$ cat config.mk
export PLATFORM = sky130hd
export DESIGN_NAME = tmbr_ram
export DESIGN_NICKNAME = d
export VERILOG_FILES = /design/src/hdl/tiled_mosaic_to_bayer_raster_core_macros.svh /design/src/hdl/tmbr_ram.sv
export SDC_FILE = /design/constraint.sdc
export NUM_CORES = 2
export LEC_CHECK = 0
export BUFFER_PORTS_ARGS = -buffer_cell sky130_fd_sc_hd__buf_2
export CAP_MARGIN = 20
export CORE_MARGIN = 1
export CORE_UTILIZATION = 45
export CTS_CLUSTER_DIAMETER = 30
export CTS_CLUSTER_SIZE = 16
export DETAILED_ROUTE_END_ITERATION = 8
export GPL_TIMING_DRIVEN = 0
export SYNTH_ARGS = -nofsm -noshare
export SYNTH_HDL_FRONTEND = slang
export SYNTH_SLANG_ARGS = --single-unit
$ cat constraint.sdc
create_clock -name i_clk -period 2.5 [get_ports i_clk]
set_input_delay 0.5 -clock i_clk [delete_from_list [all_inputs] [get_ports i_clk]]
set_output_delay 0.5 -clock i_clk [all_outputs]
set_load 0.005 [all_outputs]
$ cat src/hdl/tiled_mosaic_to_bayer_raster_core_macros.svh
// ----------------------------------------------------------------------------
// Assertion macros for the tiled mosaic to Bayer raster core.
// Each macro checks a property on the rising edge of i_clk, with the
// checks switched off while i_rst_n is low.
// ----------------------------------------------------------------------------
`ifndef TILED_MOSAIC_TO_BAYER_RASTER_CORE_MACROS_SVH
`define TILED_MOSAIC_TO_BAYER_RASTER_CORE_MACROS_SVH

// The consequent must hold in the same cycle as the antecedent.
`define TMBR_ASSERT_SAME(lbl, ante, cons, msg) \
    lbl: assert property (@(posedge i_clk) disable iff (!i_rst_n) (ante) |-> (cons)) \
        else $error(msg);

// The consequent must hold in the cycle after the antecedent.
`define TMBR_ASSERT_NEXT(lbl, ante, cons, msg) \
    lbl: assert property (@(posedge i_clk) disable iff (!i_rst_n) (ante) |=> (cons)) \
        else $error(msg);

`endif

$ cat src/hdl/tmbr_ram.sv
// ----------------------------------------------------------------------------
// tmbr_ram
// Generic single-port synchronous RAM with a registered read port.
// ----------------------------------------------------------------------------
module tmbr_ram #(
    parameter int WIDTH = 8,
    parameter int DEPTH = 256
) (
    input  logic                     i_clk,
    input  logic                     i_we,
    input  logic [$clog2(DEPTH)-1:0] i_addr,
    input  logic [WIDTH-1:0]         i_wdata,
    output logic [WIDTH-1:0]         o_rdata
);

    logic [WIDTH-1:0] r_mem [DEPTH];

    // Write when enabled; the read data is registered every cycle.
    always_ff @(posedge i_clk) begin
        if (i_we) begin
            r_mem[i_addr] <= i_wdata;
        end
        o_rdata <= r_mem[i_addr];
    end

endmodule

==> impl_metrics.yaml <==
synth:
  ys_seq_area_share_pct: 78.6
  ys_ff_latch: 2056
  ys_types: 22
  syn-cell-area_um2: 78500
  syn_avg_cell_area_um2: 22.1
  syn_inst: 3547
  yosys_warnings: 0
  synth_edf_count: 2048
  synthFlopType: "edfxtp_1"
  async_flop_share_pct: 0
  synth.net_count: 3565
power_and_ir_drop:
  power_density_nw_per_um2: 986
  internal-power_uw: 77100
  p_leak_uw: 0.0311
  combPwrFrac_pct: 3.8
  swShare_pct: 21.1
  peakVddDrop_uv: 896
  p_sw_uw: 20600
  p_clk_share_pct: 57.1
  power.share.sequential_pct: 39.1
finish:
  drive_above_1_share_pct: 38.9
  fin_nets: 4082
  synthToLayoutAreaGrowth_pct: 26.2
  final_cell_mix: "2048 x edfxtp_1, 512 x mux4_2, 428 x clkbuf_16"
  final_core_util_pct: 57.4
  layout_commonest_cell: "edfxtp_1"
  design_area_um2: 99000
global_routing:
  grt_pass1_wl_um: 308000
  use_met2_pct: 39.4
  grt_pass1_vias: 41000
  grt_max_degree: 161
  grt-ovfl-total: 0
  use_met1_pct: 34.1
  top_usage_layer: "met2"
  grt_antenna_before_repair: 7
  met3_usage_pct: 6.08
  grtUsageTotal_pct: 25.2
critical_path:
  crit_type: "input port to register"
  slowest_stage: "o41ai_1"
  reg2reg_depth: 5
  reg2reg_slack_ns: -0.09
  path_cells: "buf_2, nor2_2, buf_6, clkbuf_4, clkbuf_2, a22oi_1, a21oi_1, o41ai_1, nand4_1"
  crit_path_end_kind: "register"
  critPathMaxStageDelay_ns: 0.43
  cp.arrival_ns: 3.31
  cp_max_fo: 10
  start_kind: "input port"
  cp.required_ns: 3.21
  worstReg2RegStart: "r_mem[47][1]"
  r2r-end: "o_rdata[1]"
placed_design:
  gp_congestion: 0.940
  hpwl_um: 140000
  dp_slack_ns: -2.93
  io_buffers: 21
  post_dp_cell_area_um2: 82900
min_path:
  hold-path-cell-count: 1
  hp-class: "input port to register"
  min_from: "i_wdata[0]"
  hold_end: "r_mem[82][0]"
outcome:
  status: "finished with violations"
  failed_checks: "negative setup slack"
clock_network:
  clockBufferDepth: 4
  cts-root-buf: "clkbuf_16"
  cts.sinks: 2056
  clk_latency_ns: 0.98
  cts_tree: "built"
  cts_max_level: 5
  cts_made_buffers: 422
  clk_pin_slew_ns: 0.05
die:
  die-area_um2: 176000
  core_um2: 172000
  die_h_um: 420
  die_x_um: 420
  initial_core_util_pct: 45.5
  io-pin-count: 26
  rows: 152
flow_run:
  cap_violations: 0
detailed_routing:
  dr.pass1.iters: 6
  wl_per_cell_um: 32.7
  via_per_inst: 6.05
  drc: 0
  postRouteAntennaNets: 0
  drt_wl_total_um: 220000
  drtIter0Drc: 5001
  dr_total_vias: 40600
sta:
  fmax_mhz: 386
  rsz0062_at_grt: "yes"
  slew_violations: 0
  period_needed_ns: 2.59
  period_share_pct: 104
  setup_tns_ns: -4.31
  skew_ns: 0.0923
  setup_ws_ns: -0.0937
  maxSlewHeadroom_pct: 30.1
  whs_ns: 0.0531
  finalSetupViolCount: 123
  worstMarginPinSlew_ns: 1.05
  final_hold_viol_count: 0
## how the worst max path moves through the flow
| stage | start | to | slack [ns] | cells after the start |
|---|---|---|---|---|
| floorplan | i_addr[3] | r_mem[104][0] | -0.13 | 8 |
| global placement | i_addr[3] | r_mem[129][1] | -3.51 | 7 |
| detailed placement | i_addr[3] | r_mem[56][7] | -2.93 | 8 |
| CTS | i_addr[2] | r_mem[151][5] | -0.03 | 8 |
| global route | r_mem[47][1] | o_rdata[1] | -0.09 | 5 |
| finish | i_addr[2] | o_rdata[1] | -0.09 | 9 |
## layout make-up
cell class	instances	area, um2
diodes	2	5.00
plain buffers	231	1630
clock buffers	472	10900
clock inverters	291	3370
fillers	12500	73500
inverters	1	3.75
multi-input cells	1258	17500
flip-flops and latches	2056	61700
well taps	2310	2890
repair buffers	94	1130
## metal layers
layer  share of wire [%]  vias up
li1                    -    16400
met2                  48     2088
met5                   0        -
met3                 8.7      432
met4                 4.0        0
met1                  39    21700
## power by group through the flow
stage / combinational, uW / sequential [uW] / clock [uW]
6_report: 3760 / 38100 / 55800
5_1_grt: 3890 / 38100 / 57800
4_1_cts: 3680 / 38100 / 56100
3_5_place_dp: 3530 / 38800 / 0
3_3_place_gp: 3390 / 38900 / 0
2_1_floorplan: 1720 / 38800 / 0
## critical path: cells and delay by family
kind	cells	cell delay [ns]
AOI/OAI and AO/OA	3	1.11
and+or+nand+nor	2	0.56
buffers and inverters	4	1.11
## Yosys cell counts, types with 19 or more instances
library cell / instances / area [um2]
edfxtp_1: 2048 / 61500
a22oi_1: 256 / 1920
clkbuf_1: 145 / 544
nor2_1: 232 / 871
o41ai_1: 32 / 280
buf_1: 19 / 71.3
nand2_1: 28 / 105
a21oi_1: 128 / 641
nor3_1: 30 / 150
mux4_2: 512 / 11500
buf_2: 36 / 180
## what timing repair did
action | CTS | global route
hold buffers | 2 | 0
pin swaps | 9 | 16
endpoints found under the hold margin | 5 | 0
setup endpoints to repair | 1962 | 723
gates resized for setup | 397 | 110
setup buffers | 2 | 3
## metrics by stage
step / power (uW) / instances
global route: 99800 / 6715
finish: 97700 / 6715
CTS: 97900 / 6702
floorplan: 40500 / 3547
global placement: 42300 / 5878
detailed placement: 42300 / 5936
## state kept, by name (all words and copies together) (netlist names)
| signal | count |
|---|---|
| o_rdata | 8 |
| r_mem | 2048 |
## cell families after synthesis
family	after synthesis	share of synthesized area (%)
flops	2056	78.6
mux	512	14.7
compound gates	416	3.62
simple gates	330	1.73
buf+inv	233	1.40
Note: power is estimated with default switching activity, not from simulation.
