<file path="src/hdl/tiled_mosaic_to_bayer_raster_core_macros.svh">
// ----------------------------------------------------------------------------
// Assertion macros for the tiled mosaic to Bayer raster core.
// Each macro checks a property on the rising edge of i_clk, with the
// checks switched off while i_rst_n is low.
// ----------------------------------------------------------------------------
`ifndef TILED_MOSAIC_TO_BAYER_RASTER_CORE_MACROS_SVH
`define TILED_MOSAIC_TO_BAYER_RASTER_CORE_MACROS_SVH

// The consequent must hold in the same cycle as the antecedent.
`define TMBR_ASSERT_SAME(lbl, ante, cons, msg) \
    lbl: assert property (@(posedge i_clk) disable iff (!i_rst_n) (ante) |-> (cons)) \
        else $error(msg);

// The consequent must hold in the cycle after the antecedent.
`define TMBR_ASSERT_NEXT(lbl, ante, cons, msg) \
    lbl: assert property (@(posedge i_clk) disable iff (!i_rst_n) (ante) |=> (cons)) \
        else $error(msg);

`endif

</file>
<file path="src/hdl/tmbr_pkg.sv">
// ----------------------------------------------------------------------------
// tmbr_pkg
// Sizes, codes, transfer types and helper functions shared by the
// tiled mosaic to Bayer raster core, its register file and its emit map.
// ----------------------------------------------------------------------------
package tmbr_pkg;

    // Frame geometry.
    localparam int MAX_WIDTH = 2048;
    localparam int TILE_SIZE = 16;
    localparam int HALF_TILE = TILE_SIZE / 2;
    localparam int MAX_TILES = MAX_WIDTH / TILE_SIZE;

    // Derived widths.
    localparam int COL_W   = $clog2(MAX_WIDTH);
    localparam int ROW_W   = $clog2(TILE_SIZE);
    localparam int POS_W   = COL_W + 1;
    localparam int TILES_W = $clog2(MAX_TILES + 1);
    localparam int ADDR_W  = 1 + ROW_W + COL_W;
    localparam int DEPTH   = 2 ** ADDR_W;

    // Averaging: up to a 4x4 block, so a read index of four bits.
    localparam int MAX_SHIFT = 2;
    localparam int J_W       = 2 * MAX_SHIFT;
    localparam int PIX_W     = 8;
    localparam int SUM_W     = PIX_W + J_W;

    // Register field widths.
    localparam int TA_W    = 8;
    localparam int TR_W    = 11;
    localparam int SC_W    = 2;
    localparam int STRIP_W = 10;

    // Configuration port.
    localparam int REG_IDX_W = 2;
    localparam int PADDR_W   = REG_IDX_W + 2;
    localparam int PDATA_W   = 32;

    localparam logic [REG_IDX_W-1:0] REG_TILES_ACROSS = 2'd0;
    localparam logic [REG_IDX_W-1:0] REG_TILE_ROWS    = 2'd1;
    localparam logic [REG_IDX_W-1:0] REG_SCALE_MODE   = 2'd2;

    // Scale modes.
    localparam logic [SC_W-1:0] SCALE_FULL = 2'd0;
    localparam logic [SC_W-1:0] SCALE_HALF = 2'd1;

    // Input commands.
    localparam logic CMD_PUSH  = 1'b0;
    localparam logic CMD_FLUSH = 1'b1;

    typedef struct packed {
        logic [TA_W-1:0] tiles_across;
        logic [TR_W-1:0] tile_rows;
        logic [SC_W-1:0] scale_mode;
    } t_cfg;

    typedef struct packed {
        logic             cmd;
        logic [PIX_W-1:0] pixel_in;
    } t_in_item;

    typedef struct packed {
        logic [PIX_W-1:0] pixel_out;
        logic             frame_last;
    } t_out_item;

    // Source position of the current output pixel and the position after it.
    typedef struct packed {
        logic [1:0]       shift;
        logic [COL_W-1:0] col0;
        logic [ROW_W-1:0] row0;
        logic [COL_W-1:0] col_next;
        logic [ROW_W-1:0] row_next;
        logic             strip_end;
    } t_emit_map;

    // Tile count with zero taken as one and large values saturated.
    function automatic logic [TILES_W-1:0] eff_tiles(input logic [TA_W-1:0] t);
        if (t == '0) begin
            return TILES_W'(1);
        end else if (int'(t) > MAX_TILES) begin
            return TILES_W'(MAX_TILES);
        end else begin
            return TILES_W'(t);
        end
    endfunction

    // Log2 of the averaging block edge; mode three acts as the 4x4 mode.
    function automatic logic [1:0] scale_shift(input logic [SC_W-1:0] m);
        case (m)
            SCALE_FULL: return 2'd0;
            SCALE_HALF: return 2'd1;
            default:    return 2'd2;
        endcase
    endfunction

endpackage

</file>
<file path="src/hdl/tmbr_regs.sv">
// ----------------------------------------------------------------------------
// tmbr_regs
// Configuration register file behind an APB-style port.
// ----------------------------------------------------------------------------
module tmbr_regs
    import tmbr_pkg::*;
(
    input  logic               i_clk,
    input  logic               i_rst_n,
    input  logic               psel,
    input  logic               penable,
    input  logic               pwrite,
    input  logic [PADDR_W-1:0] paddr,
    input  logic [PDATA_W-1:0] pwdata,
    output logic [PDATA_W-1:0] prdata,
    output logic               pready,
    output t_cfg               o_cfg
);

    logic [REG_IDX_W-1:0] reg_idx;
    logic                 wr_en;
    t_cfg                 r_cfg;

    assign reg_idx = paddr[PADDR_W-1:2];
    assign wr_en   = psel & penable & pwrite;
    assign pready  = 1'b1;
    assign o_cfg   = r_cfg;

    // Register writes in the access cycle.
    always_ff @(posedge i_clk) begin
        if (!i_rst_n) begin
            r_cfg.tiles_across <= TA_W'(1);
            r_cfg.tile_rows    <= TR_W'(1);
            r_cfg.scale_mode   <= SCALE_FULL;
        end else if (wr_en) begin
            case (reg_idx)
                REG_TILES_ACROSS: r_cfg.tiles_across <= pwdata[TA_W-1:0];
                REG_TILE_ROWS:    r_cfg.tile_rows    <= pwdata[TR_W-1:0];
                REG_SCALE_MODE:   r_cfg.scale_mode   <= pwdata[SC_W-1:0];
                default: ;
            endcase
        end
    end

    // Read data.
    always_comb begin
        case (reg_idx)
            REG_TILES_ACROSS: prdata = PDATA_W'(r_cfg.tiles_across);
            REG_TILE_ROWS:    prdata = PDATA_W'(r_cfg.tile_rows);
            REG_SCALE_MODE:   prdata = PDATA_W'(r_cfg.scale_mode);
            default:          prdata = '0;
        endcase
    end

endmodule

</file>
<file path="config.mk">
export PLATFORM = sky130hd
export DESIGN_NAME = tmbr_regs
export DESIGN_NICKNAME = d
export VERILOG_FILES = /design/src/hdl/tiled_mosaic_to_bayer_raster_core_macros.svh /design/src/hdl/tmbr_pkg.sv /design/src/hdl/tmbr_regs.sv
export SDC_FILE = /design/constraint.sdc
export NUM_CORES = 1
export LEC_CHECK = 0
export ABC_AREA = 0
export BUFFER_PORTS_ARGS = -buffer_cell sky130_fd_sc_hd__buf_2
export CAP_MARGIN = 20
export CORE_ASPECT_RATIO = 1.1
export CORE_MARGIN = 4
export CORE_UTILIZATION = 26
export CTS_CLUSTER_SIZE = 25
export DETAILED_ROUTE_END_ITERATION = 12
export PLACE_DENSITY = 0.54
export SYNTH_ARGS = -nofsm -noshare
export SYNTH_HDL_FRONTEND = slang
export SYNTH_SLANG_ARGS = --single-unit
</file>
<file path="constraint.sdc">
create_clock -name i_clk -period 2.9 [get_ports i_clk]
set_clock_uncertainty 0.15 [all_clocks]
set_input_delay 0.58 -clock i_clk [delete_from_list [all_inputs] [get_ports i_clk]]
set_output_delay 0.58 -clock i_clk [all_outputs]
set_load 0.05 [all_outputs]
</file>
==> key figures <==
Status
  • Status: completed

Synthesis
  • Synth Area in Simple Gates: around a fifth
  • Post-synthesis sequential area ratio: roughly 36%
  • Synth Register Bits: 21
  • Synth Area in Compound Gates: less than 1%
  • Xor/xnor share of the synthesized area: 0%
  • Post-Synthesis Cells: about 130
  • Cell variety after synth: 16
  • Avg Inst Size Synth: about 8.7 um2
  • Cell area after synthesis: 1160 um2
  • Post-synth ARST share: 0%
  • Mux cell area share after synthesis: 25.1%
  • Yosys Warn Count: 0
  • Number of synthesized flops with an enable pin: 0
  • Top_reg_cell synth: dfxtp_1
  • Largest family of logic cells by synthesized area: multiplexers
  • Post-Synth Adder-Cell Area: 0%

Critical path
  • CP peak stage delay: between 0.3 and 0.4 ns
  • Ordered list of cells on the worst path: buf_2 > nor2b_1 > and2_1 > buf_2
  • Crit path max-delay family: buffers and inverters
  • Most Frequent Cell on Critical Path: buf_2
  • Buffer and inverter count on the worst path: 2
  • Worst path required time: between 2 and 2.5 ns
  • Setup crit start kind: input port
  • Crit path DAT: ~1.5 ns
  • Worst-path fanout max: 13
  • Slowest-stage cell, CP: buf_2
  • CP Capture Type: output port
  • Critical setup path kind: in -> out

Detailed routing
  • Vias after detailed routing: between 900 and 1,000
  • Vias per inst: between 4 and 5
  • Initial detailed-routing violation count: 42
  • First-pass DRT Iterations: 4
  • Routed WL: 2.65 mm
  • DRC violations left: 0
  • ANT nets after route: 0
  • WL per Instance: ~11 um

Power and ir drop
  • PD cells: 445 nW/um2
  • Lkg Pwr: roughly 0.73 nW
  • Overall Power: a little over 600 uW
  • Worst ir drop on vdd: between 0.1 and 0.15 mV

Timing
  • Endpoints failing hold: 0
  • Fin crit share: around 78%
  • RSZ-0062 raised after global routing: false
  • FMAX: ~440 MHz
  • Min cycle time layout: approximately 2.3 ns
  • Min Hold Slack: about 0.32 ns
  • Worst slew pin tran: around 0.57 ns
  • Slew margin rel.: between 60% and 70%
  • Setup_tns: 0 ns
  • # setup viols final: 0
  • Setup WS post-layout: 0.645 ns
  • Max-slew violations: 0

Floorplanning
  • Die Ht: approximately 80 um
  • I/O pin count: between 90 and 100
  • Core Box Area: between 4000 and 5000 um2
  • Initial cell density of the core: a little over a quarter
  • Site Rows: 25
  • Die span in x: slightly above 70 um
  • DIE AREA: between 5000 and 6000 um2

Final layout
  • Sequential cell area: between 400 and 500 um2
  • Max reg flops: 21
  • Layout cells sized above 1: between 30% and 40%
  • Fillers: ~490
  • N_diodes: 0
  • Final Instance Area: approximately 1400 um2
  • Area growth syn-to-layout: 20.5%
  • Multi-input logic area: 607 um2
  • Layout net count: 220

Placement
  • Detailed Place HPWL: around 1.9 mm
  • Routability congestion estimate: approximately 0.66
  • Port bufs: 49
  • Placed inst area: 1350 um2
  • Setup Slack @ Placement: 0.610 ns

Clock tree
  • Clk pin slew, worst setup/hold paths: ~0.08 ns
  • Clk sinks: 21
  • Clock network latency to the later pin of the worst-skew pair: approximately 0.26 ns
  • H-tree depth: 1
  • Post-cts gate resize count: 0
  • Total CTS buffers: 3
  • Setup bufs post-CTS: 0
  • Root Buffer: clkbuf_8
  • Post-CTS Hold Fix Bufs: 0
  • CTS tree: yes
  • Largest buffer count on any clock path: 2

GRT
  • Congestion Overflow GR: 0
  • Initial antenna violation count: 0
  • GRT Total Usage: under 10%
  • Largest net degree at the start of global routing: 34
  • First-pass GRT wire length: 4.17 mm
  • Number of global-route vias before repair: between 800 and 900

Hold path
  • HP Class: reg -> reg

Flow run
  • Max cap viols: 0
## per-layer routing
metal	share of wire, %	routed length [um]	global-route usage (%)	up-vias
li1	-	-	-	474
met1	46	1220	13.2	427
met2	46	1230	14.5	36
met3	7.2	192	1.68	2
met4	0.45	12	2.82	0
met5	0	0	0	-
## cell type report
class	count	area share [%]
repair buffers	50	18.1
flip-flops and latches	21	30.2
multi-input cells	103	43.6
clock buffers	4	3.23
well taps	54	4.85
## Yosys cell counts (2+ instances only)
cell type	instances	area, um2
o21ai_0	2	10.0
nand2_1	32	120
dfxtp_1	21	420
nor2b_1	5	31.3
and2_1	3	18.8
clkbuf_1	4	15.0
nor2_1	6	22.5
conb_1	2	7.51
mux2i_1	29	290
buf_4	23	173
## logic make-up (layout without fill, tap and decap cells)
kind of cell    count (synthesis)  in the layout
buf+inv                        29             54
compound gates                  2              2
simple gates                   50             50
flops                          21             21
other cells                     2             22
mux                            29             29
## worst paths after layout
kind / slack, ns / cells past startpoint / from / end
worst max-delay path: 0.65 / 4 / paddr[2] / prdata[8]
worst min-delay path: 0.32 / 2 / o_cfg[12] / o_cfg[12]
worst max register to register: 2.12 / 2 / o_cfg[2] / o_cfg[2]
worst min register to register: 0.32 / 2 / o_cfg[12] / o_cfg[12]
## metrics by stage
step           cells  utilization [%]
3_3_place_gp     228             31.4
6_report         232             32.5
5_1_grt          232             32.5
2_1_floorplan    153                -
3_5_place_dp     228             31.4
4_1_cts          232             32.5
## report_power, final
part	total [mW]	internal (mW)	switching, mW
clock	0.193	0.0978	0.0957
sequential	0.294	0.292	0.00255
combinational	0.132	0.0227	0.109
## worst reg2reg max path, cell delays in order, from the launching register on
cell	delay, ns
dfxtp_1	0.33
nor2b_1	0.11
mux2i_1	0.07
## layout by cell type (no fill, tap or decap)
master and n:
nor3b_1 1, clkbuf_8 3, conb_1 22, buf_2 49, buf_4 1, nand3_1 1
clkbuf_1 1, nand2_1 32, o21ai_0 2, nor2_1 6, nor2b_1 5, nor3b_2 1
dfxtp_1 21, and2_1 3, or3_1 1, mux2i_1 29
Power figures use the tool's default switching activity.
