**config.mk**
```make
export PLATFORM = sky130hd
export DESIGN_NAME = tmbr_emit_map
export DESIGN_NICKNAME = d
export VERILOG_FILES = /design/src/hdl/tiled_mosaic_to_bayer_raster_core_macros.svh /design/src/hdl/tmbr_pkg.sv /design/src/hdl/tmbr_emit_map.sv
export SDC_FILE = /design/constraint.sdc
export NUM_CORES = 1
export LEC_CHECK = 0
export ABC_AREA = 1
export BUFFER_PORTS_ARGS = -buffer_cell sky130_fd_sc_hd__buf_2
export CELL_PAD_IN_SITES_DETAIL_PLACEMENT = 0
export CELL_PAD_IN_SITES_GLOBAL_PLACEMENT = 1
export CORE_ASPECT_RATIO = 0.8
export CORE_MARGIN = 8
export CORE_UTILIZATION = 39
export DETAILED_ROUTE_END_ITERATION = 10
export PLACE_DENSITY_LB_ADDON = 0.1
export SLEW_MARGIN = 20
export SYNTH_ARGS = -nofsm -noshare
export SYNTH_HDL_FRONTEND = slang
export SYNTH_SLANG_ARGS = --single-unit
```
**constraint.sdc**
```tcl
create_clock -name vclk -period 13.2
set_input_delay 2.64 -clock vclk [all_inputs]
set_output_delay 2.64 -clock vclk [all_outputs]
set_load 0.01 [all_outputs]
```
**src/hdl/tiled_mosaic_to_bayer_raster_core_macros.svh**
```systemverilog
// ----------------------------------------------------------------------------
// Assertion macros for the tiled mosaic to Bayer raster core.
// Each macro checks a property on the rising edge of i_clk, with the
// checks switched off while i_rst_n is low.
// ----------------------------------------------------------------------------
`ifndef TILED_MOSAIC_TO_BAYER_RASTER_CORE_MACROS_SVH
`define TILED_MOSAIC_TO_BAYER_RASTER_CORE_MACROS_SVH

// The consequent must hold in the same cycle as the antecedent.
`define TMBR_ASSERT_SAME(lbl, ante, cons, msg) \
    lbl: assert property (@(posedge i_clk) disable iff (!i_rst_n) (ante) |-> (cons)) \
        else $error(msg);

// The consequent must hold in the cycle after the antecedent.
`define TMBR_ASSERT_NEXT(lbl, ante, cons, msg) \
    lbl: assert property (@(posedge i_clk) disable iff (!i_rst_n) (ante) |=> (cons)) \
        else $error(msg);

`endif

```
**src/hdl/tmbr_pkg.sv**
```systemverilog
// ----------------------------------------------------------------------------
// tmbr_pkg
// Sizes, codes, transfer types and helper functions shared by the
// tiled mosaic to Bayer raster core, its register file and its emit map.
// ----------------------------------------------------------------------------
package tmbr_pkg;

    // Frame geometry.
    localparam int MAX_WIDTH = 2048;
    localparam int TILE_SIZE = 16;
    localparam int HALF_TILE = TILE_SIZE / 2;
    localparam int MAX_TILES = MAX_WIDTH / TILE_SIZE;

    // Derived widths.
    localparam int COL_W   = $clog2(MAX_WIDTH);
    localparam int ROW_W   = $clog2(TILE_SIZE);
    localparam int POS_W   = COL_W + 1;
    localparam int TILES_W = $clog2(MAX_TILES + 1);
    localparam int ADDR_W  = 1 + ROW_W + COL_W;
    localparam int DEPTH   = 2 ** ADDR_W;

    // Averaging: up to a 4x4 block, so a read index of four bits.
    localparam int MAX_SHIFT = 2;
    localparam int J_W       = 2 * MAX_SHIFT;
    localparam int PIX_W     = 8;
    localparam int SUM_W     = PIX_W + J_W;

    // Register field widths.
    localparam int TA_W    = 8;
    localparam int TR_W    = 11;
    localparam int SC_W    = 2;
    localparam int STRIP_W = 10;

    // Configuration port.
    localparam int REG_IDX_W = 2;
    localparam int PADDR_W   = REG_IDX_W + 2;
    localparam int PDATA_W   = 32;

    localparam logic [REG_IDX_W-1:0] REG_TILES_ACROSS = 2'd0;
    localparam logic [REG_IDX_W-1:0] REG_TILE_ROWS    = 2'd1;
    localparam logic [REG_IDX_W-1:0] REG_SCALE_MODE   = 2'd2;

    // Scale modes.
    localparam logic [SC_W-1:0] SCALE_FULL = 2'd0;
    localparam logic [SC_W-1:0] SCALE_HALF = 2'd1;

    // Input commands.
    localparam logic CMD_PUSH  = 1'b0;
    localparam logic CMD_FLUSH = 1'b1;

    typedef struct packed {
        logic [TA_W-1:0] tiles_across;
        logic [TR_W-1:0] tile_rows;
        logic [SC_W-1:0] scale_mode;
    } t_cfg;

    typedef struct packed {
        logic             cmd;
        logic [PIX_W-1:0] pixel_in;
    } t_in_item;

    typedef struct packed {
        logic [PIX_W-1:0] pixel_out;
        logic             frame_last;
    } t_out_item;

    // Source position of the current output pixel and the position after it.
    typedef struct packed {
        logic [1:0]       shift;
        logic [COL_W-1:0] col0;
        logic [ROW_W-1:0] row0;
        logic [COL_W-1:0] col_next;
        logic [ROW_W-1:0] row_next;
        logic             strip_end;
    } t_emit_map;

    // Tile count with zero taken as one and large values saturated.
    function automatic logic [TILES_W-1:0] eff_tiles(input logic [TA_W-1:0] t);
        if (t == '0) begin
            return TILES_W'(1);
        end else if (int'(t) > MAX_TILES) begin
            return TILES_W'(MAX_TILES);
        end else begin
            return TILES_W'(t);
        end
    endfunction

    // Log2 of the averaging block edge; mode three acts as the 4x4 mode.
    function automatic logic [1:0] scale_shift(input logic [SC_W-1:0] m);
        case (m)
            SCALE_FULL: return 2'd0;
            SCALE_HALF: return 2'd1;
            default:    return 2'd2;
        endcase
    endfunction

endpackage

```
**src/hdl/tmbr_emit_map.sv**
```systemverilog
// ----------------------------------------------------------------------------
// tmbr_emit_map
// Maps the output raster position to the top-left source pixel of its
// averaging block and works out the following output position.
// ----------------------------------------------------------------------------
module tmbr_emit_map
    import tmbr_pkg::*;
(
    input  t_cfg             i_cfg,
    input  logic [COL_W-1:0] i_emit_column,
    input  logic [ROW_W-1:0] i_emit_row,
    output t_emit_map        o_map
);

    logic [1:0]       sh;
    logic [ROW_W:0]   per;
    logic [POS_W-1:0] out_w;
    logic [POS_W-1:0] col_sat;
    logic [POS_W-1:0] col_inc;
    logic [ROW_W:0]   row_sat;
    logic [ROW_W:0]   row_inc;
    logic [ROW_W-1:0] idx;
    logic [COL_W-1:0] tile_base;
    logic             col_wrap;
    logic             row_wrap;

    always_comb begin
        // Output pixels per tile edge and per strip row.
        sh    = scale_shift(i_cfg.scale_mode);
        per   = (ROW_W + 1)'(TILE_SIZE) >> sh;
        out_w = POS_W'(eff_tiles(i_cfg.tiles_across)) << (ROW_W - int'(sh));

        // Positions beyond the current output size stick to the last one.
        col_sat = ({1'b0, i_emit_column} >= out_w) ? out_w - POS_W'(1)
                                                   : {1'b0, i_emit_column};
        row_sat = ({1'b0, i_emit_row} >= per) ? per - (ROW_W + 1)'(1)
                                              : {1'b0, i_emit_row};

        // Even outputs come from the left half of the tile, odd from the right.
        idx       = ROW_W'(col_sat) & ROW_W'(per - (ROW_W + 1)'(1));
        tile_base = COL_W'((col_sat >> (ROW_W - int'(sh))) << ROW_W);
        o_map.col0 = tile_base + COL_W'(ROW_W'(idx >> 1) << sh)
                   + (idx[0] ? COL_W'(HALF_TILE) : '0);
        o_map.row0 = ROW_W'(ROW_W'(row_sat >> 1) << sh)
                   + (row_sat[0] ? ROW_W'(HALF_TILE) : '0);

        // Advance along the row, then to the next row, then to the next strip.
        col_inc  = col_sat + POS_W'(1);
        row_inc  = row_sat + (ROW_W + 1)'(1);
        col_wrap = col_inc >= out_w;
        row_wrap = row_inc >= per;

        o_map.shift     = sh;
        o_map.col_next  = col_wrap ? '0 : COL_W'(col_inc);
        o_map.row_next  = col_wrap ? (row_wrap ? '0 : ROW_W'(row_inc)) : ROW_W'(row_sat);
        o_map.strip_end = col_wrap & row_wrap;
    end

endmodule

```
==> impl_metrics.sql <==
INSERT INTO impl_metrics (metric_group, metric, value, unit) VALUES
('setup_path', 'cpMostUsedCell', 'sky130_fd_sc_hd__nand2_1', ''),
('detailed_routing', 'routed_via_density', '4.80', ''),
('floorplanning', 'fp.coreArea', '5820', 'um^2'),
('final_layout', 'antenna-diode-count', '0', ''),
('floorplanning', 'die_w', '102', 'um'),
('global_route', 'grt_start_max_net_pins', '21', ''),
('global_route', 'grt_pass1_wl', '11400', 'um'),
('detailed_routing', 'detail_route.drc_violations', '0', ''),
('detailed_routing', 'ant_nets', '0', ''),
('hold_path', 'hold_path.startpoint', 'i_emit_row[1]', ''),
('detailed_routing', 'vias', '2587', ''),
('global_route', 'globalRoute.totalOverflow', '0', ''),
('final_layout', 'final-seq-area', '0', 'um^2'),
('sta', 'timing.final.setup_violations', '0', ''),
('final_layout', 'design.final.nets', '532', ''),
('run_status', 'outcome', 'finished clean', ''),
('sta', 'worstMarginPinSlew', '0.668', 'ns'),
('floorplanning', 'die_y', '84.8', 'um'),
('detailed_routing', 'routed_wl', '6670', 'um'),
('global_route', 'via_count_of_the_first_global_routing_pass', '2404', ''),
('clocking', 'cts_post_setup_buffers_inserted', '0', ''),
('final_layout', 'flops_and_latches', '0', ''),
('detailed_routing', 'drt_iter0_markers', '129', ''),
('sta', 'finalHoldWorstSlack', '5.67', 'ns'),
('setup_path', 'cp-startpoint', 'i_cfg[1]', ''),
('sta', 'rsz0062_at_grt', 'false', ''),
('setup_path', 'cp-end-kind', 'primary output', ''),
('final_layout', 'nFillCells', '696', ''),
('setup_path', 'critPathBufInv', '5', ''),
('placement', 'portBuffers', '58', ''),
('logic_synthesis', 'synth_warnings', '0', ''),
('sta', 'final_period_minus_worst_setup_slack', '10.40', 'ns'),
('placement', 'hpwl_detailed', '5720', 'um'),
('sta', 'final_min_period_over_clock_period', '78.8', '%'),
('sta', 'final_hold_viol_count', '0', ''),
('global_route', 'antenna_found_initial', '0', ''),
('setup_path', 'setup.worst_path.start_class', 'input pin', ''),
('logic_synthesis', 'seq_area_frac_synth', '0', '%'),
('placement', 'gp_congestion', '0.850', ''),
('setup_path', 'path_class', 'in2out', ''),
('final_layout', 'layout_cells_sized_above_1', '22.9', '%'),
('sta', 'final-max-slew-violation-count', '0', ''),
('setup_path', 'critical_path.max_stage_delay', '0.42', 'ns'),
('logic_synthesis', 'syn_area_per_cell', '5.76', 'um^2'),
('final_layout', 'layout.clock_buffers', '0', ''),
('setup_path', 'cp_data_required_time', '10.56', 'ns'),
('floorplanning', 'rows', '25', ''),
('power_and_ir_drop', 'total_leakage_power', '0.00156', 'uW'),
('final_layout', 'layout_commonest_cell', 'sky130_fd_sc_hd__nand2_1', ''),
('clocking', 'cts_hold_repair.buffers', '0', ''),
('floorplanning', 'ioPinCount', '69', ''),
('sta', 'max_slew_margin', '55.4', '%'),
('clocking', 'cts_resized', '0', ''),
('power_and_ir_drop', 'power-per-cell-area', '72.9', 'nW/um^2'),
('detailed_routing', 'detailedRoute.firstPassIterationCount', '6', ''),
('floorplanning', 'dieArea', '8640', 'um^2'),
('setup_path', 'timing.critical_path.arrival', '7.76', 'ns'),
('setup_path', 'worst-path-max-fanout', '20', ''),
('logic_synthesis', 'mappedNetlistArea', '2310', 'um^2'),
('detailed_routing', 'drt-wirelength-per-cell', '12.4', 'um'),
('final_layout', 'mostFrequentLayoutCells', '91 x sky130_fd_sc_hd__nand2_1, 61 x sky130_fd_sc_hd__inv_1, 58 x sky130_fd_sc_hd__buf_2', ''),
('job', 'timing.max_cap.violations', '0', ''),
('floorplanning', 'initial_core_util', '39.6', '%'),
('final_layout', 'layout_stage_area_growth_over_the_synthesis_result', '16.0', '%'),
('sta', 'finalSetupTns', '0', 'ns'),
('hold_path', 'hold_path.class', 'in2out', ''),
('logic_synthesis', 'netlist-cell-type-count', '45', ''),
('setup_path', 'crit_path_top_delay_cell', 'sky130_fd_sc_hd__inv_1', ''),
('power_and_ir_drop', 'vdd_ir_drop_max', '0.0000213', 'V'),
('setup_path', 'cp_top_family', 'simple AND/OR/NAND/NOR gates', ''),
('global_route', 'total_global_route_track_usage', '15.5', '%'),
('logic_synthesis', 'netlist_instances', '400', ''),
('sta', 'timing.fmax', '0.0962', 'GHz');
synth_stat cells (4+ instances only):
library cell,number,share of area (%)
sky130_fd_sc_hd__nor2_1,42,6.8
sky130_fd_sc_hd__xor2_1,8,3.0
sky130_fd_sc_hd__nand2_2,16,4.3
sky130_fd_sc_hd__clkbuf_1,4,0.65
sky130_fd_sc_hd__ha_1,35,19
sky130_fd_sc_hd__nand2_1,91,15
sky130_fd_sc_hd__nand3_1,36,7.8
sky130_fd_sc_hd__nor2_4,6,2.9
sky130_fd_sc_hd__nand4_1,10,2.7
sky130_fd_sc_hd__inv_1,61,9.9
sky130_fd_sc_hd__o22ai_1,7,1.9
sky130_fd_sc_hd__o21ai_0,11,2.4
sky130_fd_sc_hd__a21oi_1,17,3.7
sky130_fd_sc_hd__nor2_2,6,1.6
sky130_fd_sc_hd__nand3_2,4,1.7
report_power, final:
part | switching [uW] | leakage (uW) | internal, uW | total (uW)
clock network | 0 | 0 | 0 | 0
registers | 0 | 0 | 0 | 0
logic | 123 | 0.00156 | 72.1 | 195
cell type report:
type | instances | area (um^2) | share of cell area (%)
Inverter | 64 | 240 | 8.98
Multi-Input combinational cell | 336 | 2040 | 76.4
Tap cell | 81 | 101 | 3.79
Timing Repair Buffer | 58 | 290 | 10.9
stage by stage:
step	utilization [%]	std cells	power, uW	instance area (um^2)	setup slack [ns]
2_1_floorplan	-	410	142	2340	4.13
3_5_place_dp	46.0	539	195	2680	2.82
4_1_cts	46.0	539	196	2680	2.81
6_report	46.0	539	195	2680	2.80
5_1_grt	46.0	539	223	2680	2.29
3_3_place_gp	46.0	539	194	2680	2.75
worst paths after layout:
check                       end  slack [ns]  cells after the start
worst max-delay path  o_map[11]        2.80                     28
worst min-delay path  o_map[16]        5.67                      4
metal layers:
metal	GRT usage, %	share of wire (%)	up-vias
li1	-	-	1417
met1	23.3	53	1105
met2	24.3	42	65
met3	0.909	4.9	0
met4	0	0	0
met5	0	0	-
cell families (layout without fill, tap and decap cells):
group / after synthesis / count (layout) / synth area share, %
other: 2 / 12 / 0.326
XOR/XNOR: 10 / 10 / 4.12
AO/OA/AOI/OAI: 54 / 54 / 14.6
buffers and inverters: 74 / 122 / 13.0
AND/OR/NAND/NOR: 224 / 224 / 48.1
adder cells (fa/ha/maj): 36 / 36 / 19.9
Note: power is estimated with default switching activity, not from simulation.
